**config.mk**
```make
export PLATFORM = sky130hd
export DESIGN_NAME = iec_integer_literal_parser_core
export DESIGN_NICKNAME = d
export VERILOG_FILES = /design/src/rtl/iilp_pkg.sv /design/src/rtl/iilp_front.sv /design/src/rtl/iilp_opq.sv /design/src/rtl/iilp_back.sv /design/src/rtl/iec_integer_literal_parser_core.sv
export SDC_FILE = /design/constraint.sdc
export NUM_CORES = 1
export LEC_CHECK = 0
export BUFFER_PORTS_ARGS = -buffer_cell sky130_fd_sc_hd__buf_2
export CAP_MARGIN = 25
export CORE_ASPECT_RATIO = 2
export CORE_MARGIN = 5
export CORE_UTILIZATION = 45
export CTS_BUF_LIST = sky130_fd_sc_hd__clkbuf_4
export DETAILED_ROUTE_END_ITERATION = 10
export GPL_ROUTABILITY_DRIVEN = 0
export SETUP_SLACK_MARGIN = 0.5
export SYNTH_ARGS = -nofsm -noshare
export SYNTH_HDL_FRONTEND = slang
export SYNTH_SLANG_ARGS = --single-unit
export TNS_END_PERCENT = 5
```
**constraint.sdc**
```tcl
create_clock -name clk -period 13.7 [get_ports clk]
set_input_delay 4.11 -clock clk [delete_from_list [all_inputs] [get_ports clk]]
set_output_delay 4.11 -clock clk [all_outputs]
set_load 0.05 [all_outputs]
```
**src/rtl/iilp_pkg.sv**
```systemverilog
// shared types, constants and character helpers for the integer literal parser
// no dependencies
package iilp_pkg;

  localparam int VALUE_W   = 32;
  localparam int PROD_W    = VALUE_W + 5;
  localparam int OPQ_DEPTH = 4;
  localparam int OPQ_AW    = 2;
  localparam int PEND_N    = 4;

  localparam logic [VALUE_W-1:0] VAL_HALF = {1'b1, {(VALUE_W-1){1'b0}}};
  localparam logic [VALUE_W-1:0] VAL_SMAX = {1'b0, {(VALUE_W-1){1'b1}}};

  localparam logic [7:0] CH_HASH  = 8'h23;
  localparam logic [7:0] CH_MINUS = 8'h2d;
  localparam logic [7:0] CH_PLUS  = 8'h2b;
  localparam logic [7:0] CH_0     = 8'h30;
  localparam logic [7:0] CH_1     = 8'h31;
  localparam logic [7:0] CH_2     = 8'h32;
  localparam logic [7:0] CH_6     = 8'h36;
  localparam logic [7:0] CH_8     = 8'h38;
  localparam logic [7:0] CH_LX    = 8'h78;
  localparam logic [7:0] CH_UX    = 8'h58;
  localparam logic [7:0] CH_SPACE = 8'h20;

  localparam logic [4:0] RADIX_2  = 5'd2;
  localparam logic [4:0] RADIX_8  = 5'd8;
  localparam logic [4:0] RADIX_10 = 5'd10;
  localparam logic [4:0] RADIX_16 = 5'd16;

  localparam logic [6:0] DIGIT_NONE = 7'd99;

  typedef enum logic [1:0] {
    F_LEAD,
    F_PREFIX,
    F_BODY
  } front_phase_t;

  typedef enum logic [2:0] {
    B_ZSTART,
    B_ZEROS,
    B_SKIPWS,
    B_SIGNED,
    B_HEX0,
    B_DIGITS,
    B_STOP
  } back_phase_t;

  typedef enum logic {
    OP_CHAR,
    OP_END
  } op_kind_t;

  typedef struct packed {
    op_kind_t   kind;
    logic [7:0] ch;
    logic [4:0] radix;
    logic       neg;
    logic       uns;
    logic       bad;
  } op_t;

  function automatic logic is_space(input logic [7:0] c);
    return (c == CH_SPACE) || (c >= 8'd9 && c <= 8'd13);
  endfunction

  function automatic logic is_x(input logic [7:0] c);
    return (c == CH_LX) || (c == CH_UX);
  endfunction

  function automatic logic [6:0] digit_val(input logic [7:0] c);
    logic [7:0] r;
    r = {1'b0, DIGIT_NONE};
    if (c >= 8'h30 && c <= 8'h39) r = c - 8'h30;
    else if (c >= 8'h61 && c <= 8'h7a) r = c - 8'h57;
    else if (c >= 8'h41 && c <= 8'h5a) r = c - 8'h37;
    return r[6:0];
  endfunction

endpackage

```
**src/rtl/iilp_front.sv**
```systemverilog
// front end: whitespace, sign and radix prefix handling with two-character lookahead
// emits character and end operations toward the back end; uses iilp_pkg
module iilp_front
  import iilp_pkg::*;
(
  input  logic       clk,
  input  logic       rst,
  input  logic       push,
  output logic       full,
  input  logic [7:0] char_code,
  input  logic       last_char,
  input  logic       no_char,
  input  logic       unsigned_mode,
  output logic       q_push,
  output op_t        q_data,
  input  logic       q_full
);

  front_phase_t ph, ph_next;
  logic [7:0]   la0, la0_next, la1, la1_next;
  logic [1:0]   la_cnt, la_cnt_next;
  logic [4:0]   rad, rad_next;
  logic         neg, neg_next;
  logic         err, err_next;
  logic         in_str, in_str_next;
  logic         uns, uns_next;

  op_t          pend [PEND_N];
  logic [2:0]   pcnt;
  op_t          ops [PEND_N];
  logic [7:0]   ch_buf [PEND_N];
  logic [PEND_N-1:0] is_end;
  logic [2:0]   n;
  logic         uns_e;
  logic [4:0]   ctx_rad;
  logic         ctx_neg;
  logic         ctx_bad;
  logic         accept;

  assign full   = !((pcnt == 3'd0) || (pcnt == 3'd1 && !q_full));
  assign accept = push && !full;
  assign q_push = (pcnt != 3'd0) && !q_full;
  assign q_data = pend[0];

  always_comb begin
    ph_next     = ph;
    la0_next    = la0;
    la1_next    = la1;
    la_cnt_next = la_cnt;
    rad_next    = rad;
    neg_next    = neg;
    err_next    = err;
    in_str_next = in_str;
    uns_next    = uns;
    n           = 3'd0;
    is_end      = '0;
    for (int i = 0; i < PEND_N; i++) ch_buf[i] = 8'd0;
    uns_e   = in_str ? uns : unsigned_mode;
    ctx_rad = rad;
    ctx_neg = neg;
    ctx_bad = 1'b0;
    if (!(no_char && !last_char)) begin
      in_str_next = 1'b1;
      uns_next    = uns_e;
      if (!no_char && !err) begin
        unique case (ph)
          F_LEAD: begin
            if (is_space(char_code)) begin
              ph_next = F_LEAD;
            end else if (char_code == CH_MINUS) begin
              neg_next = 1'b1;
              ph_next  = F_BODY;
            end else if (char_code == CH_PLUS) begin
              ph_next = F_BODY;
            end else begin
              la0_next    = char_code;
              la_cnt_next = 2'd1;
              ph_next     = F_PREFIX;
            end
          end
          F_PREFIX: begin
            if (char_code == CH_HASH) begin
              if (la_cnt == 2'd1) begin
                if (la0 == CH_2) rad_next = RADIX_2;
                else if (la0 == CH_8) rad_next = RADIX_8;
                else err_next = 1'b1;
              end else begin
                if (la0 == CH_1 && la1 == CH_6) rad_next = RADIX_16;
                else err_next = 1'b1;
              end
              la0_next    = 8'd0;
              la1_next    = 8'd0;
              la_cnt_next = 2'd0;
              ph_next     = F_BODY;
            end else if (la_cnt == 2'd1) begin
              la1_next    = char_code;
              la_cnt_next = 2'd2;
            end else begin
              ch_buf[n[1:0]] = la0;
              n = n + 3'd1;
              ch_buf[n[1:0]] = la1;
              n = n + 3'd1;
              ch_buf[n[1:0]] = char_code;
              n = n + 3'd1;
              la0_next    = 8'd0;
              la1_next    = 8'd0;
              la_cnt_next = 2'd0;
              ph_next     = F_BODY;
            end
          end
          F_BODY: begin
            ch_buf[n[1:0]] = char_code;
            n = n + 3'd1;
          end
          default: ph_next = F_LEAD;
        endcase
      end
      if (last_char) begin
        if (ph_next == F_PREFIX && !err_next) begin
          ch_buf[n[1:0]] = la0_next;
          n = n + 3'd1;
          if (la_cnt_next == 2'd2) begin
            ch_buf[n[1:0]] = la1_next;
            n = n + 3'd1;
          end
        end
        ctx_bad = err_next || (ph_next == F_LEAD);
        is_end[n[1:0]] = 1'b1;
        n = n + 3'd1;
      end
      ctx_rad = rad_next;
      ctx_neg = neg_next;
      if (last_char) begin
        ph_next     = F_LEAD;
        la0_next    = 8'd0;
        la1_next    = 8'd0;
        la_cnt_next = 2'd0;
        rad_next    = RADIX_10;
        neg_next    = 1'b0;
        err_next    = 1'b0;
        in_str_next = 1'b0;
        uns_next    = 1'b0;
      end
    end
  end

  always_comb begin
    for (int i = 0; i < PEND_N; i++) begin
      ops[i].kind  = is_end[i] ? OP_END : OP_CHAR;
      ops[i].ch    = ch_buf[i];
      ops[i].radix = ctx_rad;
      ops[i].neg   = ctx_neg;
      ops[i].uns   = uns_e;
      ops[i].bad   = ctx_bad;
    end
  end

  always_ff @(posedge clk) begin
    if (rst) begin
      ph     <= F_LEAD;
      la0    <= 8'd0;
      la1    <= 8'd0;
      la_cnt <= 2'd0;
      rad    <= RADIX_10;
      neg    <= 1'b0;
      err    <= 1'b0;
      in_str <= 1'b0;
      uns    <= 1'b0;
      pcnt   <= 3'd0;
    end else if (accept) begin
      ph     <= ph_next;
      la0    <= la0_next;
      la1    <= la1_next;
      la_cnt <= la_cnt_next;
      rad    <= rad_next;
      neg    <= neg_next;
      err    <= err_next;
      in_str <= in_str_next;
      uns    <= uns_next;
      pcnt   <= n;
    end else if (q_push) begin
      pcnt <= pcnt - 3'd1;
    end
  end

  always_ff @(posedge clk) begin
    if (accept) begin
      for (int i = 0; i < PEND_N; i++) pend[i] <= ops[i];
    end else if (q_push) begin
      for (int i = 0; i < PEND_N - 1; i++) pend[i] <= pend[i+1];
    end
  end

endmodule

```
**src/rtl/iilp_opq.sv**
```systemverilog
// short operation queue between front and back end
// uses iilp_pkg for the operation type and depth
module iilp_opq
  import iilp_pkg::*;
(
  input  logic clk,
  input  logic rst,
  input  logic wr_en,
  input  op_t  wr_data,
  output logic full_q,
  input  logic rd_en,
  output op_t  rd_data,
  output logic empty_q
);

  op_t              mem [OPQ_DEPTH];
  logic [OPQ_AW-1:0] wr_ptr, rd_ptr;
  logic [OPQ_AW:0]   count;
  logic              do_wr, do_rd;

  assign full_q  = (count == OPQ_AW'(0) + (OPQ_AW+1)'(OPQ_DEPTH));
  assign empty_q = (count == '0);
  assign do_wr   = wr_en && !full_q;
  assign do_rd   = rd_en && !empty_q;
  assign rd_data = mem[rd_ptr];

  always_ff @(posedge clk) begin
    if (rst) begin
      wr_ptr <= '0;
      rd_ptr <= '0;
      count  <= '0;
    end else begin
      if (do_wr) wr_ptr <= wr_ptr + 1'b1;
      if (do_rd) rd_ptr <= rd_ptr + 1'b1;
      if (do_wr && !do_rd) count <= count + 1'b1;
      else if (do_rd && !do_wr) count <= count - 1'b1;
    end
  end

  always_ff @(posedge clk) begin
    if (do_wr) mem[wr_ptr] <= wr_data;
  end

endmodule

```
**src/rtl/iilp_back.sv**
```systemverilog
// back end: zero skip, conversion state machine, accumulate and saturate
// holds the result register toward the output; uses iilp_pkg
module iilp_back
  import iilp_pkg::*;
(
  input  logic               clk,
  input  logic               rst,
  input  op_t                op,
  input  logic               op_valid,
  output logic               op_take,
  output logic               empty,
  input  logic               pop,
  output logic [VALUE_W-1:0] value_bits,
  output logic               status
);

  back_phase_t        bph, bph_next;
  logic               berr, berr_next;
  logic               bneg, bneg_next;
  logic               ovf, ovf_next;
  logic [VALUE_W-1:0] acc, acc_next;
  logic               do_digit;
  logic [6:0]         dval;
  logic [PROD_W-1:0]  prod;
  logic               out_valid;
  logic [VALUE_W-1:0] res_value;
  logic               res_bad;
  logic [VALUE_W-1:0] fin;
  logic               nflag;
  logic               is_end;

  assign is_end  = (op.kind == OP_END);
  assign op_take = op_valid && (!is_end || !out_valid || pop);
  assign empty   = !out_valid;
  assign dval    = digit_val(op.ch);

  // phase walk for one character
  always_comb begin
    logic done;
    done      = 1'b0;
    bph_next  = bph;
    berr_next = berr;
    bneg_next = bneg;
    do_digit  = 1'b0;
    if (!berr) begin
      if (bph == B_ZSTART || bph == B_ZEROS) begin
        if (op.ch == CH_0) begin
          bph_next = B_ZEROS;
          done     = 1'b1;
        end else if (is_x(op.ch)) begin
          berr_next = 1'b1;
          done      = 1'b1;
        end else begin
          bph_next = op.neg ? B_SIGNED : B_SKIPWS;
        end
      end
      if (!done && bph_next == B_SKIPWS) begin
        if (is_space(op.ch)) begin
          done = 1'b1;
        end else if (op.ch == CH_PLUS) begin
          bph_next = B_SIGNED;
          done     = 1'b1;
        end else if (op.ch == CH_MINUS) begin
          bneg_next = 1'b1;
          bph_next  = B_SIGNED;
          done      = 1'b1;
        end else begin
          bph_next = B_SIGNED;
        end
      end
      if (!done && bph_next == B_SIGNED) begin
        if (op.radix == RADIX_16 && op.ch == CH_0) begin
          bph_next = B_HEX0;
          done     = 1'b1;
        end else begin
          bph_next = B_DIGITS;
        end
      end else if (!done && bph_next == B_HEX0) begin
        bph_next = B_DIGITS;
        if (is_x(op.ch)) done = 1'b1;
      end
      if (!done && bph_next == B_DIGITS) begin
        if (dval >= {2'b00, op.radix}) bph_next = B_STOP;
        else do_digit = 1'b1;
      end
    end
  end

  // accumulate and final value
  always_comb begin
    prod     = {5'd0, acc} * {{(PROD_W-5){1'b0}}, op.radix} + PROD_W'(dval);
    acc_next = acc;
    ovf_next = ovf;
    if (do_digit && !ovf) begin
      if (|prod[PROD_W-1:VALUE_W]) ovf_next = 1'b1;
      else acc_next = prod[VALUE_W-1:0];
    end
    nflag = op.neg || bneg;
    if (op.uns) begin
      if (ovf) fin = {VALUE_W{1'b1}};
      else fin = nflag ? (~acc + 1'b1) : acc;
    end else if (nflag) begin
      fin = (ovf || acc > VAL_HALF) ? VAL_HALF : (~acc + 1'b1);
    end else begin
      fin = (ovf || acc > VAL_SMAX) ? VAL_SMAX : acc;
    end
    res_bad   = op.bad || berr || (bph == B_ZSTART);
    res_value = '0;
    if (!res_bad && bph != B_ZEROS) begin
      if (fin == '0) res_bad = 1'b1;
      else res_value = fin;
    end
  end

  always_ff @(posedge clk) begin
    if (rst) begin
      bph       <= B_ZSTART;
      berr      <= 1'b0;
      bneg      <= 1'b0;
      ovf       <= 1'b0;
      acc       <= '0;
      out_valid <= 1'b0;
    end else begin
      if (op_take && is_end) begin
        bph       <= B_ZSTART;
        berr      <= 1'b0;
        bneg      <= 1'b0;
        ovf       <= 1'b0;
        acc       <= '0;
        out_valid <= 1'b1;
      end else begin
        if (op_take) begin
          bph  <= bph_next;
          berr <= berr_next;
          bneg <= bneg_next;
          ovf  <= ovf_next;
          acc  <= acc_next;
        end
        if (pop && out_valid) out_valid <= 1'b0;
      end
    end
  end

  always_ff @(posedge clk) begin
    if (op_take && is_end) begin
      value_bits <= res_value;
      status     <= res_bad;
    end
  end

endmodule

```
**src/rtl/iec_integer_literal_parser_core.sv**
```systemverilog
// top level of the integer literal parser: front end, operation queue, back end
// depends on iilp_pkg, iilp_front, iilp_opq and iilp_back
// throughput: one item per cycle while full is low; an item that emits several operations
// (its character, replayed prefix characters, string end) holds full until only the last is left to send
// result path: front pending register, operation queue, back end result register
// reset: synchronous, clears all parse state, the queue and the result valid flag
module iec_integer_literal_parser_core
  import iilp_pkg::*;
(
  input  logic               clk,
  input  logic               rst,
  input  logic               push,
  output logic               full,
  input  logic [7:0]         char_code,
  input  logic               last_char,
  input  logic               no_char,
  input  logic               unsigned_mode,
  output logic               empty,
  input  logic               pop,
  output logic [VALUE_W-1:0] value_bits,
  output logic               status
);

  logic q_push, q_full, q_take, q_empty;
  op_t  q_wdata, q_rdata;

  iilp_front u_front (
    .clk           (clk),
    .rst           (rst),
    .push          (push),
    .full          (full),
    .char_code     (char_code),
    .last_char     (last_char),
    .no_char       (no_char),
    .unsigned_mode (unsigned_mode),
    .q_push        (q_push),
    .q_data        (q_wdata),
    .q_full        (q_full)
  );

  iilp_opq u_opq (
    .clk     (clk),
    .rst     (rst),
    .wr_en   (q_push),
    .wr_data (q_wdata),
    .full_q  (q_full),
    .rd_en   (q_take),
    .rd_data (q_rdata),
    .empty_q (q_empty)
  );

  iilp_back u_back (
    .clk        (clk),
    .rst        (rst),
    .op         (q_rdata),
    .op_valid   (!q_empty),
    .op_take    (q_take),
    .empty      (empty),
    .pop        (pop),
    .value_bits (value_bits),
    .status     (status)
  );

endmodule

```
# Yosys cells after proc, flatten, opt, wreduce, memory -nomap -nowiden
# Memories as Yosys holds them, arrays and structs flattened. A register that Yosys moved wholly into a read port is not among the register bits.
# Cells that the tools add are included.
# totals
reg_bits,111
ramBits,136
in_bits,15
output_inout_bits,35
n_memories,2
# mem_list
name,depth,word_bits,rd,rd_clocked_by_memory_dff,wr,line_no,source
u_front.pend,4,17,4,0,4,iilp_front.sv:28,op_t pend [PEND_N];
u_opq.mem,4,17,1,1,1,iilp_opq.sv:16,op_t mem [OPQ_DEPTH];
# classes
addsub,13
mul,1
n_lt_le_gt_ge,19
eq_ne,28
n_mux,160
bitwise,12
reduce_logical,76
# op_table
operator,n
32-bit 2-to-1 mux,10
8-bit 2-to-1 mux,16
8-bit by 6-bit == test with 1-bit output (second input constant),12
24-bit 2-to-1 mux,4
3-bit 2-to-1 mux,25
32-bit bitwise mux,2
1-bit 2-to-1 mux,58
17-bit 2-to-1 mux,3
5-bit 2-to-1 mux,9
2-bit 2-to-1 mux,19
37-bit by 7-bit adder with 37-bit output,1
32-bit by 5-bit multiplier with 37-bit output,1
32-bit by 1-bit adder with 32-bit output (second input constant),1
8-bit demux with 2-bit select,2
32-bit by 31-bit > comparator with 1-bit output (second input constant),1
32-bit > comparator (second input constant),1
32-bit logical NOT,1
32-bit NOT,1
8-bit one-hot mux with 2 select lines,2
1-bit logical AND,29
7-bit 2-to-1 mux,3
8-bit by 7-bit == test with 1-bit output (second input constant),2
8-bit by 4-bit greater-or-equal comparator with 1-bit output (second input constant),2
8-bit by 7-bit greater-or-equal comparator with 1-bit output (second input constant),2
other kinds (41),102

# Depth between registers and ports, before layout
# Gate-level depths: netlist (run 1).
# logic_depth
depth_word,22
depth_mapped,30
mapped_depth_nobuf,26

# Modules after synthesis
# Synthesis (run 1) repeated with hierarchy kept, for this count alone.
# unflattened
cells_unflattened,2044
area_unflattened_um2,19139.6
# modules_own_cells
module,n_inst,cells_per_inst,area_per_inst_um2,seq_area_each_um2
iilp_back,1,1313,10577.6,1771.7
iilp_front,1,593,5621.6,2682.6
iilp_opq,1,137,2936.6,2222.1
iec_integer_literal_parser_core,1,1,3.8,0.0

# Worst setup path after synthesis (run 1)
# Ideal clock, no wire load.
# synth_timing
path_kind,in2reg
from,input port push
to,"memory u_front.pend[0][10] (netlist name), data pin"
setup_time_ps,154
t_arrival_ps,7122
slack_ps,6423
path_stages,7
n_path_buf,1
path_cell_list,nor3b_1 > nand2b_1 > nand2_1 > clkbuf_1 > nor3_1 > a22oi_1 > o21ai_0
# synth_lines
element,line_no,source
from (decl),iec_integer_literal_parser_core.sv:12,"input logic push,"
to (decl),iilp_front.sv:28,

==> out/metrics.csv, run 1 <==
metric,value,unit
tritoncts,done,
antenna_found_initial,1,
antenna_left,0,
via_per_inst,6.012,
synth_seq_cells,249,
relSlewSlack,24.64,%
tightest_slew,1.116,ns
p_leak,8.796,nW
clkPwrFrac,16.9,%
combPwrFrac,52.7,%
clockRootBuffer,clkbuf_4,
cts_setup_buffers,0,
min_period,8.372,ns
clock_path_buffers,3,
dr.first_iter.drc_count,820,
vias,15728,
final_nets,2246,
avgRoutedWirePerCell,21.73,um
synth_top_area_share,26.95,%
fmax,119.4,MHz
final_cell_mix,"nand2_1, edfxtp_1, nor2_1",
drive_above_1_share,10.55,%
synth_top_cell_by_area,edfxtp_1,
clkTransAtPathRegs,0.07,ns
clk_latency,0.78,ns
pre_cts_slack,5.333,ns
status,completed,
initial_core_util,45.21,%
drc_errors,0,
pwr-share-seq,30.4,%
min_path_type,register to register,
htree_num_levels,2,
wl,56850,um
post-dp-hpwl,43100,um
ctsResizeCount,0,
ys_types,78,
rsz0062_at_grt,no,
timing.critical_path.buf_inv,4,
setup_violations,0,
yosys_warnings,0,
switching_share,47.15,%
grt_max_degree,61,
p_per_area,197.5,nW/um2
core-area,41640,um2
ios,50,
synth_edf_count,169,
synth.area.top_cells,"edfxtp_1, fa_1, dfxtp_1",
rows,106,
crit_type,register to register,
r2r_cells,25,
drv_cap,0,
cts_hold_buf,0,
path_delay_family,compound AO/OA/AOI/OAI gates,
syn-mean-instance-area,9.396,um2
cts_sinks,249,
worst-endpoint-required,14.36,ns
fin_tns_setup,0,ns
cp.depth,25,
p_int,2.122,mW
grtUsageTotal,24.49,%
drv_slew,0,
async_flop_share,0,%
slowest_delay,0.87,ns
met3_length,2447,um
dieArea,46280,um2
synth_area,18830,um2
die_y,299.3,um
area.growth.synth_to_final,7.934,%
cp-start-kind,register,
grt_remaining_overflow,0,
hold_depth,2,
grt_pass1_wl,89560,um
cp_max_fo,31,
routed-wl-met2,32080,um
die_w,154.6,um
syn-num-nets,2227,
synthFlopType,edfxtp_1,
period_share,61.11,%
top_layer,met4,
wirelength_met1,17740,um
numCtsBuffers,60,
arrival,9.03,ns
hold_violations,0,
fin_ws,5.328,ns
grt_pass1_vias,16684,
skew,0.05270,ns
p_sw,1.893,mW
ir_drop,0.1918,mV
layout_commonest_cell,nand2_1,
drt_first_pass_iters,6,
io_buffers,49,
worst_setup_path_end_kind,register,
seq_area_frac_synth,35.46,%
slowest_stage,or3_2,
syn_inst,2004,
[power groups by stage]
stage,Combinational (mW),Sequential (mW),Clock (mW)
5_1_grt,2.30,1.24,0.744
6_report,2.12,1.22,0.680
3_5_place_dp,2.10,1.24,0
4_1_cts,2.11,1.22,0.702
3_3_place_gp,2.07,1.23,0
2_1_floorplan,1.34,1.37,0
[worst register-to-register path, cell delays in order (launching register included)]
cell,delay (ns)
dfxtp_1,0.35
buf_4,0.33
mux4_2,0.70
inv_1,0.15
ha_1,0.22
nor4b_2,0.34
o21a_1,0.24
nor2_1,0.08
a21oi_1,0.44
o21a_1,0.17
o22ai_1,0.09
inv_1,0.11
fa_1,0.43
fa_1,0.47
fa_1,0.54
inv_1,0.04
ha_1,0.35
o211a_1,0.24
a21oi_1,0.41
a211oi_1,0.29
nor4_1,0.36
o21bai_1,0.16
o31a_1,0.27
o211ai_1,0.31
or3_2,0.87
mux2i_1,0.31
[cell type report]
class	count	area [um2]
clock inverters	37	271.5
inverters	126	473.0
diodes	1	2.502
repair buffers	71	406.6
multi-input cells	1515	11240
well taps	540	675.6
fillers	4063	21320
clock buffers	77	578.1
flip-flops and latches	249	6676
[final timing paths]
kind / from / endpoint / slack [ns]
max reg2reg: register / u_back.acc[5]$_SDFFE_PP0P_ / 5.33
min: u_back.out_valid$_SDFFE_PP0P_ / u_back.out_valid$_SDFFE_PP0P_ / 0.48
max: register / u_back.acc[5]$_SDFFE_PP0P_ / 5.33
min reg2reg: u_back.out_valid$_SDFFE_PP0P_ / u_back.out_valid$_SDFFE_PP0P_ / 0.48
[sequential cells by signal (all words and copies together), names as in the netlist, named ones only]
| signal | count |
|---|---|
| u_back.value_bits | 32 |
| u_front.uns | 1 |
| u_opq.rd_ptr | 2 |
| u_opq.count | 3 |
| u_back.out_valid | 1 |
| u_back.acc | 32 |
| u_front.in_str | 1 |
| u_opq.wr_ptr | 2 |
| u_front.ph | 2 |
| u_front.la_cnt | 2 |
| u_front.neg | 1 |
| u_opq.mem | 68 |
| u_front.err | 1 |
| u_front.rad | 5 |
| u_front.la0 | 8 |
| u_back.bneg | 1 |
| u_back.bph | 3 |
| u_back.ovf | 1 |
| u_front.pend | 68 |
| u_front.la1 | 8 |
| u_front.pcnt | 3 |
| u_back.status | 1 |
| u_back.berr | 1 |
[per-stage QoR]
stage	hold slack [ns]	area, um2	power, mW	instances	util, %
floorplan	0.4444	18830	2.711	2004	-
global placement	0.4612	19470	3.299	2500	46.75
detailed placement	0.4700	19470	3.343	2501	46.76
CTS	0.4822	20320	4.038	2615	48.80
global route	0.5162	20320	4.289	2616	48.80
finish	0.4782	20320	4.015	2616	48.80
[synthesized netlist by cell type (8+ instances only)]
library cell  number
nand2_1          269
edfxtp_1         169
nor2_1           160
inv_1            125
ha_1             110
a21oi_1          103
clkbuf_1         101
fa_1              98
o21ai_0           81
dfxtp_1           80
and2_1            78
a22oi_1           49
nand3_1           39
a21o_1            36
nor3_1            36
mux2i_1           34
o22ai_1           27
nor2b_1           23
xnor2_1           23
nand2b_1          21
o21a_1            21
a22o_1            19
mux4_2            18
nor4_1            17
or3_1             16
xor2_1            16
a31oi_1           13
nand4_1           13
a221oi_1          12
and3_1            12
o31ai_1           12
or2_2             12
or4_1             12
o211ai_1          10
a211o_1            9
o21bai_1           9
a211oi_1           8
o311ai_0           8
[kinds of logic (layout without fill, tap and decap cells)]
kind of cell | count (synthesis) | after routing | synth area share [%]
muxes | 59 | 59 | 4.379
buffers and inverters | 240 | 311 | 4.977
and+or+nand+nor | 739 | 739 | 18.86
other | 0 | 1 | 0
DFF | 249 | 249 | 35.46
xor gates and xnor gates | 39 | 39 | 1.814
AOI/OAI and AO/OA | 470 | 470 | 16.79
adders and majority gates | 208 | 208 | 17.73
[metal layers]
metal  vias to the layer above  track usage (%)
met3                       270            3.294
met4                         0            16.25
met5                         -                0
li1                       7248                -
met1                      7577            21.97
met2                       633            49.04
Note: power is estimated with default switching activity, not from simulation.
==> inputs of run 2 (changes only) <==
- ABC_AREA: default -> 1
- clock period: 13.7 -> 8.13 ns (I/O delays scaled with it)
==> run 2 against run 1 <==
Cell count increased by 29%. Final area increased by 5.7%. Flip-flop and latch count did not move. Critical endpoint is now u_back.acc[20]$_SDFFE_PP0P_.
==> out/metrics.csv, run 2 <==
metric,value,unit,change
status,completed,,unchanged
yosys_warnings,0,,unchanged
wl,63710,um,"was 56,850 um"
final_cell_mix,"nand2_1, inv_1, nor2_1",,"was nand2_1, edfxtp_1, nor2_1"
ios,50,,unchanged
grt_remaining_overflow,0,,unchanged
antenna_left,0,,unchanged
worst-endpoint-required,8.80,ns,was 14.36 ns
relSlewSlack,32.36,%,was 24.64%
clkTransAtPathRegs,0.08,ns,was 0.07 ns
drt_first_pass_iters,5,,was 6
layout_commonest_cell,nand2_1,,unchanged
syn-num-nets,2942,,"was 2,227"
avgRoutedWirePerCell,18.87,um,was 21.73 um
grt_max_degree,47,,was 61
fin_tns_setup,0,ns,unchanged
synth_seq_cells,249,,unchanged
slowest_delay,0.56,ns,was 0.87 ns
tightest_slew,1.006,ns,was 1.116 ns
design_area,21480,um2,"was 20,320 um2"
clock_path_buffers,3,,unchanged
cts_sinks,249,,unchanged
grtUsageTotal,25.64,%,was 24.49%
dieArea,48920,um2,"was 46,280 um2"
clockRootBuffer,clkbuf_4,,unchanged
fmax,147.6,MHz,was 119.4 MHz
antenna_found_initial,2,,was 1
synth_top_cell_by_area,edfxtp_1,,unchanged
syn-mean-instance-area,7.341,um2,was 9.396 um2
initial_core_util,45.31,%,was 45.21%
arrival,7.44,ns,was 9.03 ns
clk_latency,0.80,ns,was 0.78 ns
drv_cap,0,,unchanged
crit_top_cell,nand2_1,,
tritoncts,done,,unchanged
dr.first_iter.drc_count,971,,was 820
drv_slew,0,,unchanged
drive_above_1_share,7.059,%,was 10.55%
ctsResizeCount,0,,unchanged
rows,109,,was 106
numCtsBuffers,59,,was 60
synthTopCellsByCount,"nand2_1, inv_1, nor2_1, edfxtp_1, nand3_1",,"was nand2_1, edfxtp_1, nor2_1, inv_1, ha_1"
grt_pass1_vias,19113,,"was 16,684"
cts_hold_buf,0,,unchanged
synth.area.top_cells,"edfxtp_1, nand2_1, fa_1",,"was edfxtp_1, fa_1, dfxtp_1"
rsz0062_at_grt,no,,unchanged
r2r_cells,30,,was 25
hold_slack,0.4670,ns,was 0.4782 ns
min_period,6.775,ns,was 8.372 ns
hold_depth,2,,unchanged
reg_top3,"u_front.pend (68), u_opq.mem (68)",,unchanged
crit_type,register to register,,unchanged
ys_types,53,,was 78
setup_violations,0,,unchanged
grt_pass1_wl,100200,um,"was 89,560 um"
cp-start-kind,register,,unchanged
final_nets,2992,,"was 2,246"
via_per_inst,5.474,,was 6.012
async_flop_share,0,%,unchanged
die_y,307.8,um,was 299.3 um
synth.most_common_cell,nand2_1,,unchanged
min_path_type,register to register,,unchanged
period_share,83.34,%,was 61.11%
n_fill_cell,4426,,"was 4,063"
post-dp-hpwl,50140,um,"was 43,100 um"
synthFlopType,edfxtp_1,,unchanged
synth_top_area_share,25.42,%,was 26.95%
die_w,158.9,um,was 154.6 um
core-area,44050,um2,"was 41,640 um2"
synth_area,19960,um2,"was 18,830 um2"
vias,18480,,"was 15,728"
skew,0.07485,ns,was 0.05270 ns
cp_max_fo,33,,was 31
slowest_stage,inv_1,,was or3_2
htree_num_levels,2,,unchanged
postPlaceCellArea,20700,um2,"was 19,470 um2"
drc_errors,0,,unchanged
worst_setup_path_end_kind,register,,unchanged
seq_area_frac_synth,33.45,%,was 35.46%
syn_inst,2719,,"was 2,004"
area.growth.synth_to_final,7.616,%,was 7.934%
synth_edf_count,169,,unchanged
hold_violations,0,,unchanged
io_buffers,49,,unchanged
cts_setup_buffers,0,,unchanged
## run 2: cell types whose count changed after synthesis, moves of 30 or more
cell,previous run,this run
mux2i_1,34,0
nor2_1,160,340
o21ai_0,81,133
and2_1,78,4
a21oi_1,103,136
nand2_1,269,817
nand3_1,39,146
a22oi_1,49,5
clkbuf_1,101,43
nand4_1,13,54
a21o_1,36,6
inv_1,125,348
## run 2: cell families (layout without fill, tap and decap cells)
group | after synthesis | in the layout | synth area share [%]
compound gates | 358 | 358 | 10.02
simple gates | 1416 | 1416 | 29.20
other cells | 0 | 2 | 0
buf+inv | 452 | 552 | 9.027
fa+ha+maj | 208 | 208 | 16.72
xor+xnor | 36 | 36 | 1.580
flops | 249 | 249 | 33.45
## run 2: per-stage QoR
stage / utilization, % / cells / worst slack (ns)
floorplan: - / 2719 / 2.502
global placement: 46.89 / 3261 / 1.591
detailed placement: 47.00 / 3263 / 1.459
CTS: 48.75 / 3374 / 1.444
global route: 48.76 / 3376 / 0.7776
finish: 48.76 / 3376 / 1.355
## run 2: area by class of cell
cell class	instances	area [um2]	share of cell area [%]
Tap cell	555	694.4	3.233
Timing Repair Buffer	74	465.4	2.167
Antenna cell	2	5.005	0.02330
Multi-Input combinational cell	2018	11490	53.48
Sequential cell	249	6676	31.08
Inverter	367	1378	6.413
Clock buffer	68	510.5	2.377
Clock inverter	43	262.8	1.223
## run 2: critical path: cells and delay by family, from the launching register on
kind	cells	cell delay, ns
AOI/OAI and AO/OA	6	1.18
adders and majority gates	5	2.17
buffers and inverters	5	1.44
DFF	1	0.30
and+or+nand+nor	14	1.59
## run 2: layer usage
layer	share of wire, %	vias to the layer above	global-route usage (%)
li1	-	8915	-
met1	31	8567	22.15
met2	56	678	51.56
met3	4.1	320	3.120
met4	9.1	0	19.94
met5	0	-	0
## run 2: path summary, 6_finish.rpt
| check | endpoint | from | slack (ns) |
|---|---|---|---|
| max | u_back.acc[20]$_SDFFE_PP0P_ | register | 1.35 |
| min | u_front.la_cnt[0]$_SDFFE_PP0P_ | u_front.la_cnt[0]$_SDFFE_PP0P_ | 0.47 |
| max reg2reg | u_back.acc[20]$_SDFFE_PP0P_ | register | 1.35 |
| min reg2reg | u_front.la_cnt[0]$_SDFFE_PP0P_ | u_front.la_cnt[0]$_SDFFE_PP0P_ | 0.47 |
Power of run 2 is left out: the tool's default activity adds up to more than one toggle a clock period on the data nets, which glitch-free logic cannot reach.
